[src/mpr_pkg.sv]
// Shared types and constants for the max-plus relaxation block.
`default_nettype none
package mpr_pkg;
    localparam logic [31:0] DEAD_CHILD = 32'hFF80_0000;
    localparam logic [63:0] DBL_ONE    = 64'h3FF0_0000_0000_0000;
    localparam logic [63:0] DBL_QNAN   = 64'h7FF8_0000_0000_0000;
    localparam logic [10:0] EXP_MAX    = 11'h7FF;
    localparam logic [10:0] EXP_SCALE  = 11'd50;

    typedef struct packed {
        logic [63:0] act_score;
        logic [63:0] err_floor;
        logic [31:0] child_value;
        logic [63:0] best_cur;
        logic [63:0] err_cur;
        logic        last_of_run;
    } t_in;

    typedef struct packed {
        logic [63:0] best_new;
        logic [63:0] error_new;
        logic        live;
        logic        run_end;
    } t_out;

    typedef struct packed {
        logic        valid;
        logic [63:0] best_cur;
        logic [63:0] err_cur;
        logic        live;
        logic        run_end;
    } t_side;

    // IEEE double a < b; false when either is NaN, zeros compare equal
    function automatic logic dbl_less(input logic [63:0] a, input logic [63:0] b);
        logic a_nan;
        logic b_nan;
        logic both_zero;
        logic res;
        a_nan     = (a[62:52] == EXP_MAX) && (a[51:0] != 52'd0);
        b_nan     = (b[62:52] == EXP_MAX) && (b[51:0] != 52'd0);
        both_zero = (a[62:0] == 63'd0) && (b[62:0] == 63'd0);
        if (a_nan || b_nan || both_zero) begin
            res = 1'b0;
        end else if (a[63] != b[63]) begin
            res = a[63];
        end else if (!a[63]) begin
            res = a[62:0] < b[62:0];
        end else begin
            res = a[62:0] > b[62:0];
        end
        return res;
    endfunction
endpackage
`default_nettype wire

[src/mpr_widen.sv]
// Exact single to double precision conversion.
`default_nettype none
module mpr_widen (
    input  wire logic [31:0] i_f,
    output logic      [63:0] o_d
);
    import mpr_pkg::*;

    logic [7:0]  e;
    logic [22:0] f;
    logic [4:0]  lz;
    logic [22:0] fn;
    logic [10:0] en;

    assign e = i_f[30:23];
    assign f = i_f[22:0];

    always_comb begin
        lz = 5'd23;
        for (int i = 0; i < 23; i++) begin
            if (f[i]) lz = 5'(22 - i);
        end
        fn = f << (lz + 5'd1);
        en = 11'(11'd896 - 11'(lz));
        if (e == 8'hFF) begin
            o_d = {i_f[31], EXP_MAX, f, 29'd0};
        end else if (e == 8'd0 && f == 23'd0) begin
            o_d = {i_f[31], 63'd0};
        end else if (e == 8'd0) begin
            o_d = {i_f[31], en, fn, 29'd0};
        end else begin
            o_d = {i_f[31], 11'(11'd896 + 11'(e)), f, 29'd0};
        end
    end
endmodule
`default_nettype wire

[config.mk]
export PLATFORM = sky130hd
export DESIGN_NAME = mpr_widen
export DESIGN_NICKNAME = d
export VERILOG_FILES = /design/src/mpr_pkg.sv /design/src/mpr_widen.sv
export SDC_FILE = /design/constraint.sdc
export NUM_CORES = 1
export LEC_CHECK = 0
export ABC_CLOCK_PERIOD_IN_PS = 11300
export BUFFER_PORTS_ARGS = -buffer_cell sky130_fd_sc_hd__buf_2
export CORE_MARGIN = 2
export CORE_UTILIZATION = 57
export DETAILED_ROUTE_END_ITERATION = 7
export PLACE_DENSITY_LB_ADDON = 0.05
export RECOVER_POWER = 100
export SYNTH_ARGS = -nofsm -noshare
export SYNTH_HDL_FRONTEND = slang
export SYNTH_SLANG_ARGS = --single-unit
[constraint.sdc]
create_clock -name vclk -period 11.3
set_clock_uncertainty 0.2 [all_clocks]
set_input_delay 1.13 -clock vclk [all_inputs]
set_output_delay 1.13 -clock vclk [all_outputs]
set_load 0.01 [all_outputs]
Word level (Yosys, flattened, before mapping)
Cells that the tools add are included.
W data, S select, Z words.
{ "op_classes": {"add_sub_neg": 3, "n_eq_ne": 1, "n_shift": 1, "n_reduce_logical": 3, "n_mux": 26} }
{ "ops": {"columns": ["cell", "count"], "rows": [
  ["$mux W63", 3],
  ["$mux W5", 22],
  ["$logic_not A23 Y1", 1],
  ["$shl A23 B5 Y23", 1],
  ["$add A10 B8 Y11 const A", 1],
  ["$sub A10 B5 Y11 const A", 1],
  ["$eq A8 B8 Y1 const B", 1],
  ["$logic_not A8 Y1", 1],
  ["$add A5 B1 Y5 const B", 1],
  ["$logic_and A1 B1 Y1", 1],
  ["$mux W1", 1]
]} }
{ "totals": {"elab_cells": 34, "regBits": 0, "out_inout_bits": 64} }

Depth between registers and ports, before layout
{ "depth": {"word_depth": 28, "depth_mapped": 19, "ltp_nobuf": 15} }

Least setup slack after synthesis
No wires, ideal clock.
{ "synth_timing": {"path_kind": "input to output", "start": "input port i_f[22]", "end": "output port o_d[50]", "path_slack_ps": 5213, "t_arrival_ps": 4757, "required_ps": 9970, "cell_stages": 17, "n_path_buf": 6, "cell_sequence": "buf_6 or3_4 or4_4 buf_6 o21ai_4 inv_4 buf_6 ha_1 clkbuf_1 inv_1 clkbuf_1 clkbuf_1 nor2_1 nor4b_1 a21oi_1 o21a_1 a221oi_1"} }
{ "synth_between": {"elab_chain_len": 6} }
{ "synth_rtl": {"columns": ["item", "line_no", "text"], "rows": [
  ["start: declaration", "mpr_widen.sv:4", "input wire logic [31:0] i_f,"],
  ["$mux W5", "mpr_widen.sv:21", "if (f[i]) lz = 5'(22 - i);"],
  ["$add A5 B1 Y5", "mpr_widen.sv:23", "fn = f << (lz + 5'd1);"],
  ["$shl A23 B5 Y23", "mpr_widen.sv:23", null],
  ["$mux W63", "mpr_widen.sv:29", "end else if (e == 8'd0) begin"],
  ["$mux W63 *", "mpr_widen.sv:27", "end else if (e == 8'd0 && f == 23'd0) begin"],
  ["$mux W63 *", "mpr_widen.sv:25", "if (e == 8'hFF) begin"],
  ["end: declaration", "mpr_widen.sv:5", "output logic [63:0] o_d"]
]} }
Mark *: on every way between the ends. The rest lies on a longest branch, timed or not.

Worst setup path in the final report
{ "layout_timing": {"start": "input port i_f[20]", "end": "output port o_d[49]"} }
{ "layout_between": {"elab_chain_len": 8} }
{ "layout_rtl": {"columns": ["item", "line_no"], "rows": [
  ["$mux W5 (3 in a row)", "mpr_widen.sv:21"],
  ["$add A5 B1 Y5", "mpr_widen.sv:23"],
  ["$shl A23 B5 Y23", "mpr_widen.sv:23"],
  ["$mux W63", "mpr_widen.sv:29"],
  ["$mux W63", "mpr_widen.sv:27"],
  ["$mux W63 *", "mpr_widen.sv:25"]
]} }
Marks and branches as above.

==> results_dict.tcl <==
set metrics [dict create \
    yosysWarnings 0 \
    mostFrequentLayoutCells "nor2_1 (48), buf_2 (41), nand2_1 (36), a21oi_1 (33), conb_1 (29)" \
    p_leak_uw 0.00112 \
    syn_avg_cell_area_um2 6.32 \
    ys_seq_area_frac 0 \
    dpl_cell_area_um2 2590 \
    end_kind "output pin" \
    clkbuf_count 0 \
    post-route-min-period_ps 8750 \
    p_per_area_nw_per_um2 51.6 \
    diodes 0 \
    cp_slowest_stage_delay_ps 1800 \
    post_cts_buffers 0 \
    stdcell_count 467 \
    syn_to_final_growth_pct 2.64 \
    setup-tns-final_ps 0 \
    grt_pass1_vias 2743 \
    globalRouteTotalUtil 0.352 \
    num_rows 23 \
    drive_gt1_frac 0.144 \
    die_y_um 69.8 \
    die-area_um2 4870 \
    violations "capacitance limit, slew limit" \
    finalNetCount 453 \
    slew_viol_final 18 \
    post-place-cells 467 \
    vias 3184 \
    setup_viol 0 \
    place_hpwl_um 6630 \
    syn_area_um2 2460 \
    viasPerCell 6.82 \
    routed_wirelength_um 8980 \
    max-slew-margin-rel -0.569 \
    status "complete, but fails checks" \
    wl_per_cell_um 19.2 \
    synth_cells 390 \
    core-area_um2 4090 \
    die_w_um 69.8 \
    power.total_uw 131 \
    rsz0062_at_grt "false" \
    maxCapViolCount 1 \
    register_area_um2 0 \
    yosys.cell_types.count 61 \
    worst_slew_pin_slew_ps 2330 \
    finalCritPeriodShare 0.774 \
    seq_cells 0 \
    cts_resized 0 \
    ioPinCount 96 \
    drtAntennaViolNets 0 \
    initialDrtViolationCount 398 \
    antenna_found_initial 0 \
    dr.pass1.iters 6 \
    critPathBufInv 3 \
    start_util 0.603 \
    final_cell_area_um2 2530 \
    min_path_type "in2out" \
    vdd_ir_drop_max_mv 0.0289 \
    cp_slowest_cell "o21ai_0" \
    cpLargestDelayFamily "compound AO/OA/AOI/OAI gates" \
    cp_max_fo 29 \
    drc 0 \
    grt_max_degree 35 \
    io_buffer_count 65 \
    worstPathRequired_ps 9970 \
    crit_type "in2out" \
    fmax_ghz 0.114 \
    cp-start-kind "input pin" \
    worst_ep_arrival_time_ps 7420 \
    final_common_cell "nor2_1" \
    nFillCells 432 \
    hold_viol 0 \
    grt_pass1_wl_um 14200 \
    postCtsHoldBufs 0 \
    gr-total-overflow 0 \
    path_cells "clkbuf_1 > or3_1 > or4_1 > o21ai_0 > ha_1 > xnor2_2 > clkbuf_1 > mux2i_1 > o21ai_0 > o21ai_0 > nand2_1 > a32o_1 > clkbuf_1" \
    gp_congestion 1.01 \
]
Yosys cell counts (4+ instances only):
cell / count / share of area
nor2_1: 48 / 0.073
nand2_1: 36 / 0.055
a21oi_1: 33 / 0.067
buf_4: 32 / 0.097
clkbuf_1: 28 / 0.043
o21ai_0: 26 / 0.053
mux2i_1: 21 / 0.085
inv_1: 10 / 0.015
a22o_1: 9 / 0.032
nor4_1: 9 / 0.023
buf_2: 8 / 0.016
nand2b_1: 7 / 0.018
a32o_1: 6 / 0.024
mux4_2: 6 / 0.055
nand3_1: 6 / 0.012
o21a_1: 6 / 0.018
o31ai_1: 6 / 0.018
nand4_1: 5 / 0.013
nor3_1: 5 / 0.010
or3_1: 5 / 0.013
a211oi_1: 4 / 0.012
a221oi_1: 4 / 0.014
a31oi_1: 4 / 0.010
o22ai_1: 4 / 0.010
xnor2_1: 4 / 0.014
report_power, final:
part | internal, uW | leakage [uW] | switching [uW]
Clock | 0 | 0 | 0
Sequential | 0 | 0 | 0
Combinational | 46.4 | 0.00112 | 84.3
Total | 46.4 | 0.00112 | 84.3
final cells by class:
type	count	area (um2)	area share
multi-input cells	335	2090	0.826
inverters	11	43.8	0.0173
repair buffers	71	333	0.132
well taps	50	62.6	0.0247
path summary, 6_finish.rpt:
path / start / to / slack, ps / cells after the start
setup / recovery: i_f[20] / o_d[49] / 2550 / 13
hold / removal: i_f[31] / o_d[63] / 2060 / 0
logic make-up after synthesis:
group | Yosys count | synth area share
adder cells (fa/ha/maj) | 2 | 0.0102
buffers and inverters | 83 | 0.189
XOR/XNOR | 4 | 0.0142
other | 1 | 0.00152
AO/OA/AOI/OAI | 132 | 0.367
AND/OR/NAND/NOR | 139 | 0.269
multiplexers | 29 | 0.149
through the flow:
stage	util	worst slack [ps]	hold WS (ps)
finish	0.619	2550	2060
global route	0.619	2120	2060
CTS	0.633	4530	2060
detailed placement	0.633	4530	2060
global placement	0.633	4570	2060
floorplan	-	5210	2150
layer usage:
metal  GRT usage  vias to the layer above  part of all wire
met3      0.0291                       37              0.11
met2       0.577                      281              0.45
li1            -                     1435                 -
met1       0.477                     1431              0.39
met5           0                        -                 0
met4       0.135                        0             0.041
Power figures use the tool's default switching activity.
