<file path="src/mpr_pkg.sv">
// Shared types and constants for the max-plus relaxation block.
`default_nettype none
package mpr_pkg;
    localparam logic [31:0] DEAD_CHILD = 32'hFF80_0000;
    localparam logic [63:0] DBL_ONE    = 64'h3FF0_0000_0000_0000;
    localparam logic [63:0] DBL_QNAN   = 64'h7FF8_0000_0000_0000;
    localparam logic [10:0] EXP_MAX    = 11'h7FF;
    localparam logic [10:0] EXP_SCALE  = 11'd50;

    typedef struct packed {
        logic [63:0] act_score;
        logic [63:0] err_floor;
        logic [31:0] child_value;
        logic [63:0] best_cur;
        logic [63:0] err_cur;
        logic        last_of_run;
    } t_in;

    typedef struct packed {
        logic [63:0] best_new;
        logic [63:0] error_new;
        logic        live;
        logic        run_end;
    } t_out;

    typedef struct packed {
        logic        valid;
        logic [63:0] best_cur;
        logic [63:0] err_cur;
        logic        live;
        logic        run_end;
    } t_side;

    // IEEE double a < b; false when either is NaN, zeros compare equal
    function automatic logic dbl_less(input logic [63:0] a, input logic [63:0] b);
        logic a_nan;
        logic b_nan;
        logic both_zero;
        logic res;
        a_nan     = (a[62:52] == EXP_MAX) && (a[51:0] != 52'd0);
        b_nan     = (b[62:52] == EXP_MAX) && (b[51:0] != 52'd0);
        both_zero = (a[62:0] == 63'd0) && (b[62:0] == 63'd0);
        if (a_nan || b_nan || both_zero) begin
            res = 1'b0;
        end else if (a[63] != b[63]) begin
            res = a[63];
        end else if (!a[63]) begin
            res = a[62:0] < b[62:0];
        end else begin
            res = a[62:0] > b[62:0];
        end
        return res;
    endfunction
endpackage
`default_nettype wire

</file>
<file path="src/mpr_dadd.sv">
// Five-stage IEEE double adder, round to nearest even.
`default_nettype none
module mpr_dadd (
    input  wire logic        i_clk,
    input  wire logic        i_en,
    input  wire logic [63:0] i_a,
    input  wire logic [63:0] i_b,
    output logic      [63:0] o_sum
);
    import mpr_pkg::*;

    logic [63:0] r_spec_val [1:4];
    logic        r_spec     [1:4];
    logic        r_sign     [1:4];
    logic [11:0] r_exp      [1:4];

    logic [55:0] r1_mb;
    logic [55:0] r1_ms;
    logic        r1_sub;
    logic [56:0] r2_sum;
    logic [55:0] r3_m;
    logic [5:0]  r3_sh;
    logic [55:0] r4_m;
    logic [63:0] r5_res;

    logic [63:0] n_spec_val;
    logic        n_spec;
    logic [62:0] big;
    logic [62:0] small_m;
    logic [10:0] eb_e;
    logic [10:0] es_e;
    logic [10:0] d;
    logic [5:0]  dd;
    logic [55:0] ext;
    logic [55:0] shd;
    logic        lost;
    logic        a_inf, b_inf, a_nan, b_nan;
    logic        n_sign1;

    always_comb begin
        a_inf = (i_a[62:52] == EXP_MAX) && (i_a[51:0] == 52'd0);
        b_inf = (i_b[62:52] == EXP_MAX) && (i_b[51:0] == 52'd0);
        a_nan = (i_a[62:52] == EXP_MAX) && (i_a[51:0] != 52'd0);
        b_nan = (i_b[62:52] == EXP_MAX) && (i_b[51:0] != 52'd0);
        n_spec = (i_a[62:52] == EXP_MAX) || (i_b[62:52] == EXP_MAX);
        if (a_nan || b_nan || (a_inf && b_inf && (i_a[63] != i_b[63]))) begin
            n_spec_val = DBL_QNAN;
        end else if (a_inf) begin
            n_spec_val = {i_a[63], EXP_MAX, 52'd0};
        end else begin
            n_spec_val = {i_b[63], EXP_MAX, 52'd0};
        end
        if (i_b[62:0] > i_a[62:0]) begin
            big = i_b[62:0]; small_m = i_a[62:0]; n_sign1 = i_b[63];
        end else begin
            big = i_a[62:0]; small_m = i_b[62:0]; n_sign1 = i_a[63];
        end
        eb_e = (big[62:52] == 11'd0) ? 11'd1 : big[62:52];
        es_e = (small_m[62:52] == 11'd0) ? 11'd1 : small_m[62:52];
        d    = eb_e - es_e;
        dd   = (d > 11'd63) ? 6'd63 : d[5:0];
        ext  = {(small_m[62:52] != 11'd0), small_m[51:0], 3'd0};
        shd  = ext >> dd;
        lost = |(ext & ~({56{1'b1}} << dd));
    end

    logic [56:0] n_sum;
    logic [5:0]  z;
    logic [55:0] n_m3;
    logic [5:0]  n_sh3;
    logic [11:0] n_exp3;
    logic [11:0] emin;
    logic        n_sign2;

    always_comb begin
        n_sum = r1_sub ? ({1'b0, r1_mb} - {1'b0, r1_ms}) : ({1'b0, r1_mb} + {1'b0, r1_ms});
        n_sign2 = (n_sum == 57'd0) ? (r1_sub ? 1'b0 : r_sign[1]) : r_sign[1];
    end

    always_comb begin
        z = 6'd56;
        for (int i = 0; i < 56; i++) begin
            if (r2_sum[i]) z = 6'(55 - i);
        end
        emin = r_exp[2] - 12'd1;
        if (r2_sum == 57'd0) begin
            n_m3   = 56'd0;
            n_sh3  = 6'd0;
            n_exp3 = 12'd0;
        end else if (r2_sum[56]) begin
            n_m3   = {r2_sum[56:2], r2_sum[1] | r2_sum[0]};
            n_sh3  = 6'd0;
            n_exp3 = r_exp[2] + 12'd1;
        end else if (emin < 12'(z)) begin
            n_m3   = r2_sum[55:0];
            n_sh3  = emin[5:0];
            n_exp3 = 12'd0;
        end else begin
            n_m3   = r2_sum[55:0];
            n_sh3  = z;
            n_exp3 = r_exp[2] - 12'(z);
        end
    end

    logic [53:0] mr;
    logic        inc;
    logic [11:0] exp_f;

    always_comb begin
        inc = r4_m[2] & (r4_m[1] | r4_m[0] | r4_m[3]);
        mr  = {1'b0, r4_m[55:3]} + 54'(inc);
        if (mr[53]) begin
            exp_f = r_exp[4] + 12'd1;
        end else if (r_exp[4] == 12'd0 && mr[52]) begin
            exp_f = 12'd1;
        end else begin
            exp_f = r_exp[4];
        end
    end

    always_ff @(posedge i_clk) begin
        if (i_en) begin
            r_spec[1]     <= n_spec;
            r_spec_val[1] <= n_spec_val;
            r_sign[1]     <= n_sign1;
            r_exp[1]      <= {1'b0, eb_e};
            r1_mb         <= {(big[62:52] != 11'd0), big[51:0], 3'd0};
            r1_ms         <= {shd[55:1], shd[0] | lost};
            r1_sub        <= i_a[63] ^ i_b[63];

            r_spec[2]     <= r_spec[1];
            r_spec_val[2] <= r_spec_val[1];
            r_sign[2]     <= n_sign2;
            r_exp[2]      <= r_exp[1];
            r2_sum        <= n_sum;

            r_spec[3]     <= r_spec[2];
            r_spec_val[3] <= r_spec_val[2];
            r_sign[3]     <= r_sign[2];
            r_exp[3]      <= n_exp3;
            r3_m          <= n_m3;
            r3_sh         <= n_sh3;

            r_spec[4]     <= r_spec[3];
            r_spec_val[4] <= r_spec_val[3];
            r_sign[4]     <= r_sign[3];
            r_exp[4]      <= r_exp[3];
            r4_m          <= r3_m << r3_sh;

            if (r_spec[4]) begin
                r5_res <= r_spec_val[4];
            end else if (exp_f >= 12'd2047) begin
                r5_res <= {r_sign[4], EXP_MAX, 52'd0};
            end else begin
                r5_res <= {r_sign[4], exp_f[10:0], mr[51:0]};
            end
        end
    end

    assign o_sum = r5_res;
endmodule
`default_nettype wire

</file>
<file path="config.mk">
export PLATFORM = sky130hd
export DESIGN_NAME = mpr_dadd
export DESIGN_NICKNAME = d
export VERILOG_FILES = /design/src/mpr_pkg.sv /design/src/mpr_dadd.sv
export SDC_FILE = /design/constraint.sdc
export NUM_CORES = 1
export LEC_CHECK = 0
export ABC_AREA = 1
export BUFFER_PORTS_ARGS = -buffer_cell sky130_fd_sc_hd__buf_2
export CAP_MARGIN = 0
export CORE_MARGIN = 10
export CORE_UTILIZATION = 30
export CTS_BUF_LIST = sky130_fd_sc_hd__clkbuf_4
export DETAILED_ROUTE_END_ITERATION = 10
export GPL_TIMING_DRIVEN = 0
export PLACE_DENSITY_LB_ADDON = 0.1
export SETUP_SLACK_MARGIN = 0.2
export SLEW_MARGIN = 20
export SYNTH_ARGS = -nofsm -noshare
export SYNTH_HDL_FRONTEND = slang
export SYNTH_SLANG_ARGS = --single-unit
</file>
<file path="constraint.sdc">
create_clock -name i_clk -period 18.9 [get_ports i_clk]
set_clock_uncertainty 0.2 [all_clocks]
set_input_delay 3.78 -clock i_clk [delete_from_list [all_inputs] [get_ports i_clk]]
set_output_delay 3.78 -clock i_clk [all_outputs]
set_load 0.03 [all_outputs]
</file>
# Word-level counts from Yosys, hierarchy flattened
# Memories as Yosys holds them, arrays and structs flattened.
# Cells that the tools add are included.
# Widths: inputs -> output; s select.
classes:
  addsub: 8
  n_lt_le_gt_ge: 4
  n_eq_ne: 3
  shifts: 3
  mux: 78
  n_bitwise: 8
  reduce_logical: 23
op_table:
  columns: ["op", "count"]
  rows:
  - ["$mux 6", 57]
  - ["$mux 64", 3]
  - ["$mux 63", 3]
  - ["$logic_not 57->1", 2]
  - ["$logic_not 52->1", 2]
  - ["$reduce_bool 52->1", 2]
  - ["$gt 63x63->1", 1]
  - ["$mux 12", 5]
  - ["$add 56x56->57", 1]
  - ["$mux 57", 1]
  - ["$sub 56x56->57", 1]
  - ["$and 56x56->56", 1]
  - ["$mux 56", 1]
  - ["$not 56->56", 1]
  - ["$reduce_or 56->1", 1]
  - ["$shl 56x6->56", 1]
  - ["$shl 56x6->56 const A", 1]
  - ["$shr 56x6->56", 1]
  - ["$add 53x1->54", 1]
  - ["$add 12x1->12 const B", 2]
  - ["$eq 11x11->1 const B", 2]
  - ["$logic_not 11->1", 2]
  - ["$mux 11", 2]
  - ["$reduce_bool 11->1", 2]
  - ["16 further kinds", 31]
word_totals:
  reg_bits: 349
  ram_bits: 312
  word_cells: 139
  memories: 4
memory_table:
  columns: ["name", "depth", "width", "read_ports", "rd_clocked_by_memory_dff", "wr", "line", "text"]
  rows:
  - ["r_spec_val", 4, 64, 4, 0, 4, "mpr_dadd.sv:12", "logic [63:0] r_spec_val [1:4];"]
  - ["r_exp", 4, 12, 4, 0, 4, "mpr_dadd.sv:15", "logic [11:0] r_exp [1:4];"]
  - ["r_sign", 4, 1, 4, 0, 4, "mpr_dadd.sv:14", "logic r_sign [1:4];"]
  - ["r_spec", 4, 1, 4, 0, 4, "mpr_dadd.sv:13", "logic r_spec [1:4];"]

# Depth between registers and ports, before layout
logic_depth:
  depth_word: 60
  mapped_depth: 69

# Least setup slack after synthesis
# Ideal clock, no wire load.
synth_timing:
  path_kind: "input to register"
  startpoint: "input port i_a[2]"
  endpoint: "register r1_ms[0], data pin"
  arrival_time_ns: 10.848
  setup_slack_ns: 7.585
  path_stages: 54
  path_buffers: 6
  path_cell_list: "inv_1 -> ha_1 -> nand2_1 -> nor2_1 -> a211oi_1 -> o221ai_1 -> nand2_1 -> a21oi_1 -> a211oi_1 -> o21ai_0 -> nand4_1 -> o2111ai_1 -> nand3_1 -> nand2_1 -> nand2_1 -> clkbuf_1 -> buf_2 -> clkbuf_1 -> [18 not listed] -> a21oi_1 -> nor2_1 -> nor2_1 -> xor2_1 -> nor2_1 -> nand2_1 -> nor2_1 -> inv_1 -> nor2_1 -> clkinv_1 -> nor2_1 -> nand2_1 -> a221oi_1 -> a21oi_1 -> nor3_1 -> nand3_1 -> a21oi_1 -> o21ai_0"
synth_via:
  elab_chain_cells: 12
  word_cells_on_any_way: 17
  classes_between: "1 x add/sub; 2 x order compare; 2 x shift; 5 x mux; 3 x bitwise; 4 x reduce/logical"
synth_lines:
  columns: ["element", "line", "text"]
  rows:
  - ["start, declared", "mpr_dadd.sv:6", "input wire logic [63:0] i_a,"]
  - ["$gt 63x63->1 (*)", "mpr_dadd.sv:53", "if (i_b[62:0] > i_a[62:0]) begin"]
  - ["$mux 63 (*)", "mpr_dadd.sv:53", null]
  - ["$logic_not 11->1", "mpr_dadd.sv:58", "eb_e = (big[62:52] == 11'd0) ? 11'd1 : big[62:52];"]
  - ["$mux 11 (*)", "mpr_dadd.sv:58", null]
  - ["net eb_e[0]", "mpr_dadd.sv:30", "logic [10:0] eb_e;"]
  - ["$sub 11x11->11 (*)", "mpr_dadd.sv:60", "d = eb_e - es_e;"]
  - ["$gt 11x6->1", "mpr_dadd.sv:61", "dd = (d > 11'd63) ? 6'd63 : d[5:0];"]
  - ["$mux 6 (*)", "mpr_dadd.sv:61", null]
  - ["$shl 56x6->56", "mpr_dadd.sv:64", "lost = |(ext & ~({56{1'b1}} << dd));"]
  - ["$not 56->56", "mpr_dadd.sv:64", null]
  - ["$and 56x56->56", "mpr_dadd.sv:64", null]
  - ["$reduce_or 56->1", "mpr_dadd.sv:64", null]
  - ["$or 1x1->1 (*)", "mpr_dadd.sv:128", "r1_ms <= {shd[55:1], shd[0] | lost};"]
  - ["end signal, assigned", "mpr_dadd.sv:128", null]
  - ["end, declared", "mpr_dadd.sv:18", "logic [55:0] r1_ms;"]
# The timed path passes the listed nets; every way through them passes the cells marked *.
# A chain may end at the register's enable or synchronous reset.

# Final worst setup path
layout_timing:
  startpoint: "input port i_a[34]"
  endpoint: "register r1_ms[0], data pin"
# The elaborated chain is that of the path after synthesis.

==> results by group <==
Status
  • Outcome: finished clean

Yosys
  • Synthesis warning total: 0
  • Fraction of registers with async set/reset: 0
  • Yosys reg bits: 411
  • Synth Area in XOR/XNOR: 0.0262
  • Adder-cell share of the synthesized area: 0.0780
  • Post-synthesis mux area share: 0.0135
  • EDFF count, synth: 411
  • Post-synth cell types: 61
  • Synth Area in Simple Gates: 0.237
  • Largest family of logic cells by synthesized area: simple AND/OR/NAND/NOR gates
  • Mapped Cells: 4439
  • Synth top area cells: edfxtp_1 38%, nand2_1 13%, o21ai_0 9.3%, ha_1 7.6%, inv_1 6.8%
  • Syn_area_per_cell: 7.37 um2
  • Cell taking the most area after synthesis: edfxtp_1
  • Compound-Gate Fraction of Synth Area: 0.173
  • Cell Area, Synth: 0.0327 mm2
  • Synthesized Nets: 4771
  • Most used DFF post-synth: edfxtp_1
  • Register area share after synthesis: 0.377
  • Share of the synthesized area in the top cell type: 0.377

Setup path
  • CP delay by family, top: simple AND/OR/NAND/NOR gates
  • Worst Path Arrival: 16.91 ns
  • Startpoint Class: input pin
  • CP dominant cell by count: nor2_1
  • Crit-path max cell delay: 0.78 ns
  • CP max stage cell: clkbuf_1
  • Critical path buffer and inverter count: 12
  • CP required: 19.19 ns
  • Critical path capture point type: flip-flop
  • Worst Path Max Fanout: 10
  • Crit Path Class: in2reg

Timing
  • Pins Over Slew Limit: 0
  • Fmax achieved: 60.1 MHz
  • Setup TNS: 0 ns
  • Worst-Margin Slew: 1.11 ns
  • Fin crit share: 0.880
  • Fin. Hold Viols: 0
  • Tmin final: 16.63 ns
  • RSZ-0062 raised after global routing: false
  • Final setup fails: 0
  • Worst rel slew slack: 0.254

Global routing
  • Initial antenna violation count: 5
  • Total GRT Usage: 0.208
  • Largest net degree at the start of global routing: 101
  • Grt total ovfl: 0
  • Vias in the first global route: 31000
  • First-pass GRT wire length: 194000 um

Clock network
  • Num CTS Buffers: 107
  • H-tree depth: 3
  • Clock edge transition at the registers on the reported setup and hold paths: 0.06 ns
  • Post-CTS Resized: 0
  • # Post-CTS Setup Buffers: 0
  • Hold_buf cts: 0
  • CTS Buffer Depth: 3
  • Clock Tree Root: clkbuf_4
  • CTS sink count: 411
  • CTS tree: yes
  • Clk_lat worst skew: 0.92 ns

Die
  • Initial core utilization: 0.301
  • DIE AREA: 0.123 mm2
  • Chip width: 350 um
  • Die H: 350 um
  • Rows: 121
  • Core box area: 0.109 mm2
  • # IOs: 194

Flow run
  • Max Cap Viol: 0

Detailed routing
  • DR vias: 31100
  • Routed len/inst: 21.0 um
  • DR pass1 iterations: 5
  • # DRC: 0
  • Via density: 4.99
  • Final wirelength: 131000 um
  • Routed Antenna Nets: 0
  • DR iter-0 viols: 2146

Power and ir drop
  • Power Density: 87.1 mW/mm2
  • Final Total Pwr: 3.22 mW
  • Lkg Pwr: 16.1 nW
  • VDD IR-drop max: 34.8 uV

Final layout
  • Area of the multi-input gates: 0.0173 mm2
  • Fillers: 11800
  • Synthesis-to-finish area growth: 13.1%
  • Final net count: 5078
  • Layout cells sized above 1: 0.0886
  • Reg area: 0.0123 mm2

Place
  • PortBufs: 193
  • DPL Wire Length: 110000 um
  • Final RePlAce weighted congestion: 0.965

Worst hold path
  • Hold Crit Class: reg2reg
## state kept, by name, indices dropped and copies added (netlist names), 6 cells and up
name        cells
r3_m           56
r_exp          46
r3_sh           6
r4_m           56
r1_mb          53
r2_sum         57
o_sum          64
r_spec_val      8
r1_ms          56
## synth_stat cells, types with 25 or more instances
master    instances
nor3_1           56
nand4_1          50
a31oi_1          25
clkbuf_1        178
nor2_1          331
xor2_1           84
nor4_1           54
nand2_1        1113
ha_1            199
a21oi_1         233
nand3_1         149
o22ai_1          27
o21ai_0         607
edfxtp_1        411
inv_1           594
mux2i_1          44
buf_1            28
## worst paths after layout
kind	startpoint	to	slack, ns	cells past startpoint
setup / recovery	i_a[34]	r1_ms[0]	2.27	49
hold / removal	r_spec_val[0][243]	r_spec_val[0][307]	0.22	0
setup reg to reg	r1_mb[4]	r_sign[0][2]	12.48	31
hold reg to reg	r_spec_val[0][243]	r_spec_val[0][307]	0.22	0
## kinds of logic after synthesis
logic type                 Yosys count
AOI/OAI and AO/OA                 1036
buffers and inverters              817
DFF                                411
xor gates and xnor gates            98
muxes                               44
adders and majority gates          202
and+or+nand+nor                   1831
## per-layer routing
| metal | global-route usage | share of wire | vias to the layer above |
|---|---|---|---|
| li1 | - | - | 15600 |
| met5 | 0 | 0 | - |
| met4 | 0.121 | 0.063 | 0 |
| met1 | 0.234 | 0.40 | 14400 |
| met3 | 0.0267 | 0.040 | 272 |
| met2 | 0.375 | 0.50 | 840 |
## cells in the final DEF (no fill, tap or decap), drive strengths merged, types with 7 or more instances in the layout
cell | netlist | routed
nor2 | 355 | 355
ha | 199 | 199
nor3b | 14 | 14
o21a | 8 | 8
o21ai | 611 | 611
xnor2 | 14 | 14
mux2i | 44 | 44
o22ai | 27 | 27
o31ai | 16 | 16
or2 | 14 | 14
nand4 | 52 | 52
a21oi | 233 | 233
o221ai | 16 | 16
clkbuf | 178 | 318
nand3 | 153 | 153
inv | 597 | 599
a21boi | 10 | 10
nor4 | 57 | 57
xor2 | 84 | 84
a21o | 7 | 7
clkinv | 7 | 40
nand2 | 1118 | 1118
o211ai | 20 | 20
o21bai | 17 | 17
a31oi | 25 | 25
nor3 | 57 | 57
edfxtp | 411 | 411
buf | 35 | 233
a211oi | 13 | 13
a221oi | 7 | 7
## through the flow
step	worst slack, ns	cell area, um2	utilization	hold slack, ns	std cells
finish	2.27	37000	0.341	0.218	6238
global route	1.76	37000	0.341	0.223	6238
CTS	2.65	37000	0.341	0.220	6232
detailed placement	1.66	35600	0.328	0.205	6051
global placement	0.887	35400	0.326	0.203	6046
floorplan	7.58	32700	-	0.200	4439
## power breakdown
| part | internal [mW] | leakage (nW) | total (mW) | switching [mW] |
|---|---|---|---|---|
| Sequential | 1.16 | 4.05 | 1.24 | 0.0820 |
| Clock | 0.413 | 0.794 | 0.784 | 0.371 |
| Combinational | 0.341 | 11.2 | 1.20 | 0.857 |
| Total | 1.91 | 16.1 | 3.22 | 1.31 |
## cell type report
class | count | area share
Antenna cell | 6 | 0.000406
Buffer | 213 | 0.0224
Clock buffer | 140 | 0.0284
Clock inverter | 41 | 0.00832
Inverter | 604 | 0.0613
Multi-Input combinational cell | 3211 | 0.468
Sequential cell | 411 | 0.334
Tap cell | 1414 | 0.0478
Timing Repair Buffer | 198 | 0.0296
## worst reg2reg max path, delay by kind of cell (launching register included)
family	cells	cell delay, ns
AOI/OAI and AO/OA	15	3.37
buffers and inverters	1	0.14
adders and majority gates	1	0.41
DFF	1	0.46
and+or+nand+nor	14	1.62
Note: power is estimated with default switching activity, not from simulation.
